==> config.mk <==
export PLATFORM = sky130hd
export DESIGN_NAME = texture_tile_swizzle_unit_flat
export DESIGN_NICKNAME = d
export VERILOG_FILES = /design/src/rtl/tts_pkg.sv /design/src/rtl/tts_stream_if.sv /design/src/rtl/tts_scan_ctrl.sv /design/src/rtl/tts_texel_stage.sv /design/src/rtl/texture_tile_swizzle_unit.sv /design/src/flat_wrapper.sv
export SDC_FILE = /design/constraint.sdc
export NUM_CORES = 1
export LEC_CHECK = 0
export BUFFER_PORTS_ARGS = -buffer_cell sky130_fd_sc_hd__buf_2
export CAP_MARGIN = 5
export CORE_AREA = 2 2 124 126
export DETAILED_ROUTE_END_ITERATION = 8
export DIE_AREA = 0 0 126 128
export PLACE_DENSITY_LB_ADDON = 0.25
export SYNTH_ARGS = -nofsm -noshare
export SYNTH_HDL_FRONTEND = slang
export SYNTH_SLANG_ARGS = --single-unit
==> constraint.sdc <==
create_clock -name clk -period 5.6 [get_ports clk]
set_input_delay 1.12 -clock clk [delete_from_list [all_inputs] [get_ports clk]]
set_output_delay 1.12 -clock clk [all_outputs]
set_load 0.02 [all_outputs]
==> src/rtl/tts_pkg.sv <==
// ----------------------------------------------------------------------------
// tts_pkg
// Types, constants and small functions shared by the texture tile swizzle
// blocks: payload structs, register indexes and the texel formatting helpers.
// ----------------------------------------------------------------------------
`default_nettype none

package tts_pkg;

  // Field widths
  localparam int PIXEL_W  = 32;
  localparam int ADDR_W   = 20;
  localparam int DIM_W    = 11;
  localparam int CNT_W    = 10;
  localparam int MORTON_W = 6;
  localparam int TILE_W   = ADDR_W - MORTON_W;
  localparam int CELL_W   = 3;
  localparam int HI_W     = CNT_W - CELL_W;

  // Configuration port
  localparam int CFG_INDEX_W = 2;
  localparam int CFG_DATA_W  = DIM_W;

  typedef enum logic [CFG_INDEX_W-1:0] {
    REG_IMAGE_WIDTH  = 2'd0,
    REG_IMAGE_HEIGHT = 2'd1
  } cfg_reg_t;

  // Largest image dimension and the reset dimension
  localparam logic [DIM_W-1:0] DIM_MAX   = 11'd1024;
  localparam logic [DIM_W-1:0] DIM_RESET = 11'd64;

  // Input item
  typedef struct packed {
    logic [PIXEL_W-1:0] pixel_rgba;
  } in_item_t;

  // Result item
  typedef struct packed {
    logic [ADDR_W-1:0]  write_address;
    logic [PIXEL_W-1:0] texel_abgr;
    logic               last_pixel;
  } out_item_t;

  // Pixel with its scan position, between the scan and texel stages
  typedef struct packed {
    logic [PIXEL_W-1:0] pixel_rgba;
    logic [CNT_W-1:0]   column;
    logic [CNT_W-1:0]   row;
    logic               last_pixel;
  } scan_item_t;

  // Clamp a raw register value to 1..1024
  function automatic logic [DIM_W-1:0] effective_dim(input logic [DIM_W-1:0] v);
    logic [DIM_W-1:0] d;
    d = v;
    if (v == '0) begin
      d = DIM_W'(1);
    end else if (v > DIM_MAX) begin
      d = DIM_MAX;
    end
    return d;
  endfunction

  // Reverse the four bytes: RGBA to ABGR
  function automatic logic [PIXEL_W-1:0] byte_reverse(input logic [PIXEL_W-1:0] p);
    return {p[7:0], p[15:8], p[23:16], p[31:24]};
  endfunction

  // Interleave three bits of x (even bits) and y (odd bits)
  function automatic logic [MORTON_W-1:0] morton3(input logic [CELL_W-1:0] x,
                                                  input logic [CELL_W-1:0] y);
    return {y[2], x[2], y[1], x[1], y[0], x[0]};
  endfunction

endpackage

`default_nettype wire

==> src/rtl/tts_stream_if.sv <==
// ----------------------------------------------------------------------------
// tts_stream_if
// Valid/ready stream channel with a typed payload; a transfer happens at a
// rising clock edge where valid and ready are both high.
// ----------------------------------------------------------------------------
`default_nettype none

interface tts_stream_if #(
  parameter type payload_t = logic
);

  logic     valid;
  logic     ready;
  payload_t payload;

  modport source (
    output valid,
    output payload,
    input  ready
  );

  modport sink (
    input  valid,
    input  payload,
    output ready
  );

endinterface

`default_nettype wire

==> src/rtl/tts_scan_ctrl.sv <==
// ----------------------------------------------------------------------------
// tts_scan_ctrl
// Configuration registers, x/y scan counters and texture pitch. Tags each
// accepted pixel with its position and the last-pixel flag in the input
// stage register.
// ----------------------------------------------------------------------------
`default_nettype none

module tts_scan_ctrl #(
  parameter int MAX_TEXTURE_SIZE = 1024,
  parameter int MIN_TEXTURE_SIZE = 64,
  parameter int TPR_W            = 8
) (
  input  wire logic                            clk,
  input  wire logic                            rst_n,
  // configuration
  input  wire logic                            cfg_we,
  input  wire logic [tts_pkg::CFG_INDEX_W-1:0] cfg_index,
  input  wire logic [tts_pkg::CFG_DATA_W-1:0]  cfg_wdata,
  // pixel input
  input  wire logic                            in_valid,
  output logic                                 in_ready,
  input  wire tts_pkg::in_item_t               in_item,
  // tagged pixel toward the texel stage
  output logic                                 scan_valid,
  input  wire logic                            scan_ready,
  output tts_pkg::scan_item_t                  scan_item,
  output logic [TPR_W-1:0]                     tiles_per_row
);

  import tts_pkg::*;

  localparam int PITCH_W = (MAX_TEXTURE_SIZE > 1024) ? $clog2(MAX_TEXTURE_SIZE + 1) : DIM_W + 1;

  // Texture pitch in tiles: round width up to a power of two, clamp, divide by 8
  function automatic logic [TPR_W-1:0] pitch_tiles(input logic [DIM_W-1:0] w);
    logic [PITCH_W-1:0] p;
    p = '0;
    for (int i = DIM_W - 1; i >= 0; i--) begin
      if ((32'd1 << i) >= 32'(w)) begin
        p = PITCH_W'(32'd1 << i);
      end
    end
    if (p < PITCH_W'(MIN_TEXTURE_SIZE)) begin
      p = PITCH_W'(MIN_TEXTURE_SIZE);
    end
    if (p > PITCH_W'(MAX_TEXTURE_SIZE)) begin
      p = PITCH_W'(MAX_TEXTURE_SIZE);
    end
    return TPR_W'(p >> CELL_W);
  endfunction

  logic [DIM_W-1:0] image_width_r;
  logic [DIM_W-1:0] image_height_r;
  logic [CNT_W-1:0] column_count_r;
  logic [CNT_W-1:0] row_count_r;
  logic [TPR_W-1:0] tiles_per_row_r;
  logic             scan_valid_r;
  scan_item_t       scan_item_r;

  logic [DIM_W-1:0] width_eff;
  logic [DIM_W-1:0] height_eff;
  logic             row_end;
  logic             last;
  logic             in_xfer;
  logic             cfg_hit;

  // Scan position decode
  assign width_eff  = effective_dim(image_width_r);
  assign height_eff = effective_dim(image_height_r);
  assign row_end    = ({1'b0, column_count_r} + DIM_W'(1)) >= width_eff;
  assign last       = row_end && (({1'b0, row_count_r} + DIM_W'(1)) >= height_eff);

  assign in_ready = !scan_valid_r || scan_ready;
  assign in_xfer  = in_valid && in_ready;
  assign cfg_hit  = cfg_we && ((cfg_index == REG_IMAGE_WIDTH) ||
                               (cfg_index == REG_IMAGE_HEIGHT));

  // Configuration, counters and pitch
  always_ff @(posedge clk) begin
    if (!rst_n) begin
      image_width_r   <= DIM_RESET;
      image_height_r  <= DIM_RESET;
      column_count_r  <= '0;
      row_count_r     <= '0;
      tiles_per_row_r <= pitch_tiles(DIM_RESET);
    end else if (cfg_hit) begin
      column_count_r <= '0;
      row_count_r    <= '0;
      if (cfg_index == REG_IMAGE_WIDTH) begin
        image_width_r   <= cfg_wdata;
        tiles_per_row_r <= pitch_tiles(effective_dim(cfg_wdata));
      end else begin
        image_height_r  <= cfg_wdata;
        tiles_per_row_r <= pitch_tiles(width_eff);
      end
    end else if (in_xfer) begin
      if (last) begin
        column_count_r <= '0;
        row_count_r    <= '0;
      end else if (row_end) begin
        column_count_r <= '0;
        row_count_r    <= row_count_r + CNT_W'(1);
      end else begin
        column_count_r <= column_count_r + CNT_W'(1);
      end
    end
  end

  // Input stage register: hold while the texel stage stalls
  always_ff @(posedge clk) begin
    if (!rst_n) begin
      scan_valid_r <= 1'b0;
    end else if (in_ready) begin
      scan_valid_r <= in_valid;
    end
  end

  always_ff @(posedge clk) begin
    if (in_xfer) begin
      scan_item_r.pixel_rgba <= in_item.pixel_rgba;
      scan_item_r.column     <= column_count_r;
      scan_item_r.row        <= row_count_r;
      scan_item_r.last_pixel <= last;
    end
  end

  assign scan_valid    = scan_valid_r;
  assign scan_item     = scan_item_r;
  assign tiles_per_row = tiles_per_row_r;

  // Checks
  a_column_in_range: assert property (@(posedge clk) disable iff (!rst_n)
    {1'b0, column_count_r} < width_eff)
    else $error("column count beyond image width");

  a_row_in_range: assert property (@(posedge clk) disable iff (!rst_n)
    {1'b0, row_count_r} < height_eff)
    else $error("row count beyond image height");

  a_cfg_restarts_scan: assert property (@(posedge clk) disable iff (!rst_n)
    cfg_hit |=> (column_count_r == '0) && (row_count_r == '0))
    else $error("register write did not restart the scan");

  a_pitch_nonzero: assert property (@(posedge clk) disable iff (!rst_n)
    tiles_per_row_r != '0)
    else $error("tiles per row is zero");

endmodule

`default_nettype wire

==> src/rtl/tts_texel_stage.sv <==
// ----------------------------------------------------------------------------
// tts_texel_stage
// Forms the tiled word address and the ABGR texel for a tagged pixel and
// holds them in the result register until the receiver takes them.
// ----------------------------------------------------------------------------
`default_nettype none

module tts_texel_stage #(
  parameter int TPR_W = 8
) (
  input  wire logic                 clk,
  input  wire logic                 rst_n,
  // tagged pixel from the scan stage
  input  wire logic                 scan_valid,
  output logic                      scan_ready,
  input  wire tts_pkg::scan_item_t  scan_item,
  input  wire logic [TPR_W-1:0]     tiles_per_row,
  // result
  output logic                      out_valid,
  input  wire logic                 out_ready,
  output tts_pkg::out_item_t        out_item
);

  import tts_pkg::*;

  localparam int PROD_W = HI_W + TPR_W;
  localparam int SUM_W  = PROD_W + 1;

  logic              out_valid_r;
  out_item_t         out_item_r;
  logic [HI_W-1:0]   tile_row;
  logic [HI_W-1:0]   tile_col;
  logic [PROD_W-1:0] row_base;
  logic [SUM_W-1:0]  tile_sum;
  logic [TILE_W-1:0] tile_index;
  logic [ADDR_W-1:0] address;

  // Tile number times 64 plus the in-tile Morton offset
  assign tile_row   = scan_item.row[CNT_W-1:CELL_W];
  assign tile_col   = scan_item.column[CNT_W-1:CELL_W];
  assign row_base   = PROD_W'(tile_row) * PROD_W'(tiles_per_row);
  assign tile_sum   = SUM_W'(row_base) + SUM_W'(tile_col);
  assign tile_index = TILE_W'(tile_sum);
  assign address    = {tile_index, morton3(scan_item.column[CELL_W-1:0],
                                           scan_item.row[CELL_W-1:0])};

  assign scan_ready = !out_valid_r || out_ready;

  // Result register: hold while the receiver stalls
  always_ff @(posedge clk) begin
    if (!rst_n) begin
      out_valid_r <= 1'b0;
    end else if (scan_ready) begin
      out_valid_r <= scan_valid;
    end
  end

  always_ff @(posedge clk) begin
    if (scan_ready && scan_valid) begin
      out_item_r.write_address <= address;
      out_item_r.texel_abgr    <= byte_reverse(scan_item.pixel_rgba);
      out_item_r.last_pixel    <= scan_item.last_pixel;
    end
  end

  assign out_valid = out_valid_r;
  assign out_item  = out_item_r;

  // Checks
  a_addr_low_bits: assert property (@(posedge clk) disable iff (!rst_n)
    (scan_ready && scan_valid) |=>
      (out_item_r.write_address[0] == $past(scan_item.column[0])) &&
      (out_item_r.write_address[1] == $past(scan_item.row[0])))
    else $error("Morton offset does not follow the scan position");

  a_alpha_on_top: assert property (@(posedge clk) disable iff (!rst_n)
    (scan_ready && scan_valid) |=>
      (out_item_r.texel_abgr[31:24] == $past(scan_item.pixel_rgba[7:0])))
    else $error("alpha byte not moved to the top of the texel");

  a_no_overwrite: assert property (@(posedge clk) disable iff (!rst_n)
    (out_valid_r && !out_ready) |=> out_valid_r)
    else $error("pending result dropped while stalled");

endmodule

`default_nettype wire

==> src/rtl/texture_tile_swizzle_unit.sv <==
// ----------------------------------------------------------------------------
// texture_tile_swizzle_unit
// Linear RGBA8 pixel stream to 8x8 Morton-tiled texture writes.
//
// Usage:
//   in_stream  takes one RGBA pixel per transfer, row-major, left to right
//              then top to bottom. Each pixel yields one result on out_stream:
//              the tiled word address, the ABGR texel and a last-pixel flag.
//   cfg_*      writes image_width (index 0) or image_height (index 1); each
//              write restarts the scan at the top-left corner and recomputes
//              the texture pitch. Write only while no pixel is in flight.
//   Path: a pixel transferred on in_stream passes the input stage register,
//   then the result register, before it is offered on out_stream.
//   Throughput: one pixel per clock while out_stream.ready stays high; the
//   address path is one small multiply (tile row times tiles per row) and an
//   add between the two registers.
//   Reset: both dimensions return to 64, counters to zero, both stages empty.
//   Stall: the result register holds its item while out_stream.ready is low;
//   the input stage keeps accepting until both stages are full, then
//   in_stream.ready drops. After the last pixel the next image begins.
// ----------------------------------------------------------------------------
`default_nettype none

module texture_tile_swizzle_unit #(
  parameter int MAX_TEXTURE_SIZE = 1024,
  parameter int MIN_TEXTURE_SIZE = 64
) (
  input  wire logic                            clk,
  input  wire logic                            rst_n,
  input  wire logic                            cfg_we,
  input  wire logic [tts_pkg::CFG_INDEX_W-1:0] cfg_index,
  input  wire logic [tts_pkg::CFG_DATA_W-1:0]  cfg_wdata,
  tts_stream_if.sink                           in_stream,
  tts_stream_if.source                         out_stream
);

  import tts_pkg::*;

  localparam int TPR_W = $clog2(MAX_TEXTURE_SIZE / 8 + 1);

  logic             scan_valid;
  logic             scan_ready;
  scan_item_t       scan_item;
  logic [TPR_W-1:0] tiles_per_row;
  in_item_t         in_item;
  out_item_t        out_item;

  assign in_item            = in_stream.payload;
  assign out_stream.payload = out_item;

  // Scan counters, configuration and input stage
  tts_scan_ctrl #(
    .MAX_TEXTURE_SIZE (MAX_TEXTURE_SIZE),
    .MIN_TEXTURE_SIZE (MIN_TEXTURE_SIZE),
    .TPR_W            (TPR_W)
  ) u_scan_ctrl (
    .clk           (clk),
    .rst_n         (rst_n),
    .cfg_we        (cfg_we),
    .cfg_index     (cfg_index),
    .cfg_wdata     (cfg_wdata),
    .in_valid      (in_stream.valid),
    .in_ready      (in_stream.ready),
    .in_item       (in_item),
    .scan_valid    (scan_valid),
    .scan_ready    (scan_ready),
    .scan_item     (scan_item),
    .tiles_per_row (tiles_per_row)
  );

  // Address and texel formatting, result register
  tts_texel_stage #(
    .TPR_W (TPR_W)
  ) u_texel_stage (
    .clk           (clk),
    .rst_n         (rst_n),
    .scan_valid    (scan_valid),
    .scan_ready    (scan_ready),
    .scan_item     (scan_item),
    .tiles_per_row (tiles_per_row),
    .out_valid     (out_stream.valid),
    .out_ready     (out_stream.ready),
    .out_item      (out_item)
  );

endmodule

`default_nettype wire

==> src/flat_wrapper.sv <==
// flat-port wrapper written by rule: the top's interface ports become plain ports
module texture_tile_swizzle_unit_flat import tts_pkg::*;
#(
  parameter int MAX_TEXTURE_SIZE = 1024,
  parameter int MIN_TEXTURE_SIZE = 64
)
  (clk, rst_n, cfg_we, cfg_index, cfg_wdata, in_stream_valid, in_stream_payload, in_stream_ready, out_stream_valid, out_stream_payload, out_stream_ready);
  tts_stream_if #(.payload_t(in_item_t)) in_stream_i ();
  tts_stream_if #(.payload_t(out_item_t)) out_stream_i ();
  input  wire logic clk;
  input  wire logic rst_n;
  input  wire logic cfg_we;
  input  wire logic [tts_pkg::CFG_INDEX_W-1:0] cfg_index;
  input  wire logic [tts_pkg::CFG_DATA_W-1:0] cfg_wdata;
  input wire logic [$bits(in_stream_i.valid)-1:0] in_stream_valid;
  input wire logic [$bits(in_stream_i.payload)-1:0] in_stream_payload;
  output wire logic [$bits(in_stream_i.ready)-1:0] in_stream_ready;
  output wire logic [$bits(out_stream_i.valid)-1:0] out_stream_valid;
  output wire logic [$bits(out_stream_i.payload)-1:0] out_stream_payload;
  input wire logic [$bits(out_stream_i.ready)-1:0] out_stream_ready;
  assign in_stream_i.valid = in_stream_valid;
  assign in_stream_i.payload = in_stream_payload;
  assign in_stream_ready = in_stream_i.ready;
  assign out_stream_valid = out_stream_i.valid;
  assign out_stream_payload = out_stream_i.payload;
  assign out_stream_i.ready = out_stream_ready;
  texture_tile_swizzle_unit #(.MAX_TEXTURE_SIZE(MAX_TEXTURE_SIZE), .MIN_TEXTURE_SIZE(MIN_TEXTURE_SIZE)) u_core (.clk(clk), .rst_n(rst_n), .cfg_we(cfg_we), .cfg_index(cfg_index), .cfg_wdata(cfg_wdata), .in_stream(in_stream_i), .out_stream(out_stream_i));
endmodule
==> metrics.md, run 1 <==
| Metric | Value |
|---|---|
| Most numerous cell in the Yosys netlist | `sky130_fd_sc_hd__nand2_1` |
| Final cycle utilization of the critical path | `about four fifths` |
| Largest fanout of any net on the critical path | `8` |
| Starting DRC count in detailed routing | `322` |
| Final-report setup violation count | `0` |
| GPL Wtd Cong | `0.857` |
| Net total in the final layout | `986` |
| Setup Fix Bufs, Post-CTS | `0` |
| Post-synth EDFFs | `106` |
| Ratio of cells with drive above 1 in the final layout | `17.4%` |
| Fraction of post-synthesis cell area in the top cell type by area | `a little under two fifths` |
| Initial standard-cell utilization of the core | `55.9%` |
| Max-slew violation total from the final report | `0` |
| Upper clock frequency limit | `226 MHz` |
| First-pass GRT wire length | `26800 um` |
| Crit-path slowest cell | `sky130_fd_sc_hd__fa_1` |
| Post-CTS sizing | `0` |
| Leakage power | `around 4.0 nW` |
| Area growth from synthesis to final layout | `14.9%` |
| HPWL after DPL | `~12000 um` |
| Measured slew at the worst slew-check pin | `1.16 ns` |
| Hold/Removal Path Class | `reg2reg` |
| Power density over the cells | `276 nW/um2` |
| Number of instances in the synthesized netlist | `740` |
| Post-Syn Nets | `883` |
| Async S/R FF share, synth | `0%` |
| Worst-case vdd ir drop | `0.000221 V` |
| Syn avg cell area | `11.2 um2` |
| Maximum level of the CTS H-tree | `4` |
| DRC | `0` |
| Biggest area contributors in the synthesized netlist | `sky130_fd_sc_hd__edfxtp_1 38%, sky130_fd_sc_hd__dfxtp_1 13%, sky130_fd_sc_hd__ha_1 8.7%, sky130_fd_sc_hd__fa_1 8.4%, sky130_fd_sc_hd__nand2_1 5.1%` |
| Crit Path Class | `reg2reg` |
| Unrepaired setup endpoints after global routing | `no` |
| Number of warning messages in the yosys log | `0` |
| Count of different cell masters after synthesis | `61` |
| Deepest clock path buffer count | `2` |
| Result of the run | `finished, final reports clean` |
| Routed wire length | `around 16000 um` |
| Number of buffers created by CTS | `17` |
| Total number of placement rows | `45` |
| Number of antenna violations at the first check in global routing | `0` |
| Dominant cell type by area after synthesis | `sky130_fd_sc_hd__edfxtp_1` |
| GRT Overall Usage | `between 20% and 30%` |
| Antenna-violating nets left | `0` |
| Core area | `between 10000 and 15000 um2` |
| CTS clk-pin slew, worst paths | `roughly 0.07 ns` |
| Crit start category | `flip-flop` |
| Die ar. | `16100 um2` |
| Routed length per placed instance | `15.4 um` |
| Worst path max stage delay | `approximately 0.55 ns` |
| Hold-fix buffers at CTS | `0` |
| Number of detailed-route iterations in the first pass | `4` |
| Overflow after GRT | `0` |
| Normalized max-slew margin | `22.6%` |
| Antenna cells | `0` |
| Die outline width | `126 um` |
| Most frequently used flop master after synthesis | `sky130_fd_sc_hd__edfxtp_1` |
| Hold_ws | `0.418 ns` |
| Number of buffer cells added on primary ports | `between 100 and 150` |
| Part of the Yosys area used for sequential elements | `50.8%` |
| Filler cell count | `1121` |
| Die Height | `between 100 and 150 um` |
| CTS sink count | `between 150 and 200` |
| Root buffer cell | `sky130_fd_sc_hd__clkbuf_16` |
| Fin crit period | `between 4 and 5 ns` |
| Number of max-cap violations | `0` |
| CTS tree | `built` |
| Number of vias per cell after detailed routing | `5.34` |
| Largest net degree at the start of global routing | `56` |
| Final core occ | `between 60% and 70%` |
| Boundary pin count | `105` |
| Top cell by count, worst path | `sky130_fd_sc_hd__fa_1` |
| Via count of the first global-routing pass | `5684` |
| Synth Register Bits | `158` |
| Skew-Pair Late Insertion Delay | `0.42 ns` |
| Data required time of the critical path | `5.77 ns` |
| Ordered list of cells on the worst path | `and2_1 -> fa_1 -> inv_1 -> fa_1 -> fa_1 -> fa_1 -> inv_1 -> ha_1 -> o21a_1 -> nor2_1 -> a21oi_1 -> a211oi_1 -> a21oi_1 -> xnor2_1` |
| Setup total negative slack | `0 ns` |
| Arrival time reported for the critical path endpoint | `about 4.6 ns` |
| Cell area after synthesis | `8310 um2` |
| Synth cell count leaders | `113 x sky130_fd_sc_hd__nand2_1, 106 x sky130_fd_sc_hd__edfxtp_1, 66 x sky130_fd_sc_hd__inv_1` |
| Nature of the critical path endpoint | `flip-flop` |
| Vias after detailed routing | `5579` |
| Clk_skew | `0.00905 ns` |
| Final Hold Viols | `0` |
## flip-flops by register name, summed over array words and instances, names as in the netlist
name / flops
u_core.u_scan_ctrl.tiles_per_row: 8
u_core.u_scan_ctrl.image_width_r: 11
u_core.u_scan_ctrl.row_count_r: 10
u_core.u_texel_stage.out_valid: 1
u_core.u_scan_ctrl.scan_valid: 1
u_core.u_scan_ctrl.image_height_r: 11
u_core.u_scan_ctrl.column_count_r: 10
u_core.u_texel_stage.out_item: 53
u_core.u_scan_ctrl.scan_item: 53
## power breakdown
group          switching, mW  internal (mW)  total, mW
registers             0.0234           1.30       1.32
logic                  0.136         0.0790      0.215
clock network          0.507          0.589       1.10
## per-layer routing
layer  GRT usage [%]  wire [um]  up-vias
met5               0          0        -
met4            8.21        488        0
met3            4.84        687       36
met2            36.1       8070      139
met1            25.6       6800     2627
li1                -          -     2777
## worst paths after layout
check,startpoint,endpoint,slack [ns],cells after the start
max,u_core.u_scan_ctrl.scan_item[10]$_DFFE_PP_,u_core.u_texel_stage.out_item[52]$_DFFE_PP_,1.17,14
max reg2reg,u_core.u_scan_ctrl.scan_item[10]$_DFFE_PP_,u_core.u_texel_stage.out_item[52]$_DFFE_PP_,1.17,14
min reg2reg,u_core.u_scan_ctrl.scan_item[24]$_DFFE_PP_,u_core.u_texel_stage.out_item[28]$_DFFE_PP_,0.42,0
min,u_core.u_scan_ctrl.scan_item[24]$_DFFE_PP_,u_core.u_texel_stage.out_item[28]$_DFFE_PP_,0.42,0
## cell usage in the layout (no fill, tap or decap), drive strengths merged, types with 10 or more instances in the layout
cell type / n
nand2: 113
edfxtp: 106
buf: 105
inv: 75
ha: 58
dfxtp: 52
and2: 40
fa: 35
a21oi: 29
nor2: 24
nand3: 23
xnor2: 22
a21boi: 20
clkbuf: 17
nor3: 11
nor2b: 10
o21ai: 10
## metrics by stage
stage | total power [mW] | setup WS [ns] | cell area, um2 | cells
2_1_floorplan | 1.49 | 1.44 | 8310 | 740
3_3_place_gp | 1.55 | 1.29 | 8980 | 1012
3_5_place_dp | 1.56 | 1.15 | 8980 | 1012
4_1_cts | 2.65 | 1.16 | 9540 | 1044
5_1_grt | 2.73 | 0.972 | 9540 | 1044
6_report | 2.63 | 1.17 | 9540 | 1044
## cell families (layout without fill, tap and decap cells)
kind of cell / Yosys count / in the layout / synth area share, %
and+or+nand+nor: 264 / 264 / 15.7
DFF: 158 / 158 / 50.8
AOI/OAI and AO/OA: 107 / 107 / 8.89
adders and majority gates: 93 / 93 / 17.2
buffers and inverters: 88 / 204 / 4.25
xor gates and xnor gates: 29 / 29 / 3.06
muxes: 1 / 1 / 0.120
## worst max-delay path, delay by kind of cell (launching register included)
family	cells	cell delay (ns)
adders and majority gates	5	2.46
AOI/OAI and AO/OA	4	0.68
DFF	1	0.48
buffers and inverters	2	0.11
xor gates and xnor gates	1	0.15
and+or+nand+nor	2	0.30
## area by class of cell
cell class	count	area, um2	area share (%)
inverters	67	251	2.64
flip-flops and latches	158	4220	44.3
clock buffers	17	425	4.46
repair buffers	105	528	5.53
clock inverters	15	141	1.48
multi-input cells	494	3740	39.2
well taps	188	235	2.46
Power figures use the tool's default switching activity.
==> run 2, diff against run 1 <==
Settings changed: CORE_AREA 2 2 124 126 to 2 2 129 131, DIE_AREA 0 0 126 128 to 0 0 131 133.
Clock period 5.6 ns to 3.9 ns, I/O delays scaled along.
==> run 2 against run 1 <==
Effect of this change:
- the flow now finishes with violations (setup timing)
- setup slack worse by 1.3 ns
- non-clock buffer count is 37 higher
- global-route usage is 0.76 points lower
- largest cell class unchanged
- critical path type unchanged
- clock skew is 0.0042 ns higher
==> metrics.md, run 2 (synthesis gave the netlist of run 1 again) <==
| Metric | Value |
|---|---|
| Result of the run | `finished, violations left (was finished, final reports clean)` |
| Failing checks | `setup timing` |
| Number of antenna violations at the first check in global routing | `0 (unchanged)` |
| Most common cell after layout, fill and taps aside | `sky130_fd_sc_hd__nand2_1 (unchanged)` |
| Commonest non-fill, non-tap cells in the layout | `111 x sky130_fd_sc_hd__nand2_1, 106 x sky130_fd_sc_hd__edfxtp_1, 104 x sky130_fd_sc_hd__buf_2 (was 113 x sky130_fd_sc_hd__nand2_1, 106 x sky130_fd_sc_hd__edfxtp_1, 104 x sky130_fd_sc_hd__buf_2)` |
| Post-route insts no fill | `1113 (was 1044)` |
| Area growth from synthesis to final layout | `20.8% (was 14.9%)` |
| Arrival time reported for the critical path endpoint | `4.32 ns (was 4.61 ns)` |
| Number of buffer cells added on primary ports | `104 (unchanged)` |
| Antenna cells | `0 (unchanged)` |
| DRC | `0 (unchanged)` |
| Vias after detailed routing | `5794 (was 5579)` |
| Final Hold Viols | `0 (unchanged)` |
| Fin crit period | `4.03 ns (was 4.43 ns)` |
| HPWL after DPL | `12600 um (was 11900 um)` |
| GRT Overall Usage | `20.2% (was 20.9%)` |
| Number of detailed-route iterations in the first pass | `7 (was 4)` |
| Max-slew violation total from the final report | `0 (unchanged)` |
| Boundary pin count | `105 (unchanged)` |
| Hold/Removal Path Class | `reg2reg (unchanged)` |
| Critical path depth | `11 (was 14)` |
| Worst-case vdd ir drop | `0.000333 V (was 0.000221 V)` |
| FF-to-FF Start | `u_core.u_scan_ctrl.scan_item[6]$_DFFE_PP_ (was u_core.u_scan_ctrl.scan_item[10]$_DFFE_PP_)` |
| Worst path max stage delay | `0.53 ns (was 0.55 ns)` |
| CTS clk-pin slew, worst paths | `0.07 ns (about the same)` |
| CTS tree | `built (unchanged)` |
| Routed length per placed instance | `15.0 um (was 15.4 um)` |
| Crit Path Class | `reg2reg (unchanged)` |
| Clk_skew | `0.0132 ns (was 0.00905 ns)` |
| Crit-path slowest cell | `sky130_fd_sc_hd__fa_1 (unchanged)` |
| Largest net degree at the start of global routing | `54 (was 56)` |
| Upper clock frequency limit | `248 MHz (was 226 MHz)` |
| Antenna-violating nets left | `0 (unchanged)` |
| Deepest clock path buffer count | `2 (unchanged)` |
| Total power after layout | `3.85 mW (was 2.63 mW)` |
| Root buffer cell | `sky130_fd_sc_hd__clkbuf_16 (unchanged)` |
| Buffers and inverters on the worst path | `0 (was 2)` |
| Internal reg-to-reg setup slack | `-0.13 ns (was 1.17 ns)` |
| Via count of the first global-routing pass | `5733 (was 5684)` |
| Category of cells accounting for the largest share of critical-path delay | `adder cells (unchanged)` |
| Final cycle utilization of the critical path | `103% (was 79.2%)` |
| GPL Wtd Cong | `0.941 (was 0.857)` |
| Nature of the critical path endpoint | `flip-flop (unchanged)` |
| Top cell by count, worst path | `sky130_fd_sc_hd__fa_1 (unchanged)` |
| Post-route standard cell area excluding fillers | `10000 um2 (was 9540 um2)` |
| Number of max-cap violations | `0 (unchanged)` |
| Maximum level of the CTS H-tree | `4 (unchanged)` |
| Hold_ws | `0.414 ns (was 0.418 ns)` |
| Normalized max-slew margin | `52.7% (was 22.6%)` |
| Starting DRC count in detailed routing | `283 (was 322)` |
| Net total in the final layout | `1023 (was 986)` |
| CTS sink count | `158 (unchanged)` |
| Crit start category | `flip-flop (unchanged)` |
| Die ar. | `17400 um2 (was 16100 um2)` |
| Die outline width | `131 um (was 126 um)` |
| Filler cell count | `1311 (was 1121)` |
| Largest fanout of any net on the critical path | `8 (unchanged)` |
| First-pass GRT wire length | `27400 um (was 26800 um)` |
| Final Worst Setup Slack | `-0.133 ns (was 1.17 ns)` |
| Terminus of the critical flop-to-flop path | `u_core.u_texel_stage.out_item[51]$_DFFE_PP_ (was u_core.u_texel_stage.out_item[52]$_DFFE_PP_)` |
| Core area | `16200 um2 (was 14900 um2)` |
| Hold-fix buffers at CTS | `0 (unchanged)` |
| Number of vias per cell after detailed routing | `5.21 (was 5.34)` |
| Crit path from | `u_core.u_scan_ctrl.scan_item[6]$_DFFE_PP_ (was u_core.u_scan_ctrl.scan_item[10]$_DFFE_PP_)` |
| Total number of placement rows | `47 (was 45)` |
| Placed instance count | `1077 (was 1012)` |
| Unrepaired setup endpoints after global routing | `yes (was no)` |
| Die Height | `133 um (was 128 um)` |
| Ratio of cells with drive above 1 in the final layout | `24.9% (was 17.4%)` |
| Power density over the cells | `384 nW/um2 (was 276 nW/um2)` |
| Number of buffers created by CTS | `17 (unchanged)` |
| Overflow after GRT | `0 (unchanged)` |
| Hold Path Depth | `0 (unchanged)` |
| Measured slew at the worst slew-check pin | `0.706 ns (was 1.16 ns)` |
| Final-report setup violation count | `3 (was 0)` |
| Worst reg2reg path depth | `11 (was 14)` |
| Data required time of the critical path | `4.19 ns (was 5.77 ns)` |
| Skew-Pair Late Insertion Delay | `0.42 ns (about the same)` |
| Placement Setup Slack | `-0.163 ns (was 1.15 ns)` |
| Initial standard-cell utilization of the core | `51.4% (was 55.9%)` |
| Placed Instance Area | `9350 um2 (was 8980 um2)` |
| Routed wire length | `16700 um (was 16100 um)` |
| Ordered list of cells on the worst path | `and2_4 -> fa_1 -> fa_1 -> fa_1 -> fa_1 -> ha_4 -> or2_4 -> a21oi_2 -> a31oi_2 -> or4b_1 -> nand3_1 (was and2_1 -> fa_1 -> inv_1 -> fa_1 -> fa_1 -> fa_1 -> inv_1 -> ha_1 -> o21a_1 -> nor2_1 -> a21oi_1 -> a211oi_1 -> a21oi_1 -> xnor2_1)` |
| Leakage power | `4.17 nW (was 3.98 nW)` |
| Critical Path Sink | `u_core.u_texel_stage.out_item[51]$_DFFE_PP_ (was u_core.u_texel_stage.out_item[52]$_DFFE_PP_)` |
run 2: layout make-up:
class,count,area [um2],share of cell area (%)
Inverter,67,251,2.51
Sequential cell,158,4230,42.1
Multi-Input combinational cell,494,3880,38.7
Clock inverter,15,163,1.62
Tap cell,220,275,2.74
Timing Repair Buffer,142,806,8.03
Clock buffer,17,425,4.24
run 2: layer usage:
layer,track usage (%),wire [um],vias to the layer above
li1,-,-,2846
met1,25.6,7200,2774
met2,33.7,8440,145
met3,4.41,696,29
met4,7.27,332,0
met5,0,0,-
run 2: worst min-delay path by stage:
stage                                             endpoint                                        from
3_3_place_gp   u_core.u_texel_stage.out_item[14]$_DFFE_PP_  u_core.u_scan_ctrl.scan_item[42]$_DFFE_PP_
6_report        u_core.u_texel_stage.out_item[9]$_DFFE_PP_  u_core.u_scan_ctrl.scan_item[37]$_DFFE_PP_
5_1_grt        u_core.u_texel_stage.out_item[24]$_DFFE_PP_  u_core.u_scan_ctrl.scan_item[36]$_DFFE_PP_
4_1_cts        u_core.u_texel_stage.out_item[30]$_DFFE_PP_  u_core.u_scan_ctrl.scan_item[26]$_DFFE_PP_
2_1_floorplan   u_core.u_texel_stage.out_item[0]$_DFFE_PP_   u_core.u_scan_ctrl.scan_item[0]$_DFFE_PP_
3_5_place_dp   u_core.u_texel_stage.out_item[15]$_DFFE_PP_  u_core.u_scan_ctrl.scan_item[43]$_DFFE_PP_
run 2: what timing repair did:
item,CTS,global route
setup buffers,2,2
gates resized for setup,9,13
pin swaps,7,18
endpoints found under the setup margin,4,5
run 2: where the power goes:
part	switching (mW)	internal [mW]
clock network	0.746	0.859
registers	0.0327	1.86
logic	0.208	0.145
run 2: metrics by stage:
step                util [%]   TNS (ns)
floorplan                  -  -0.000254
global placement        57.8     -0.247
detailed placement      57.8     -0.479
CTS                     61.7     -0.299
global route            62.0     -0.990
finish                  62.0     -0.365
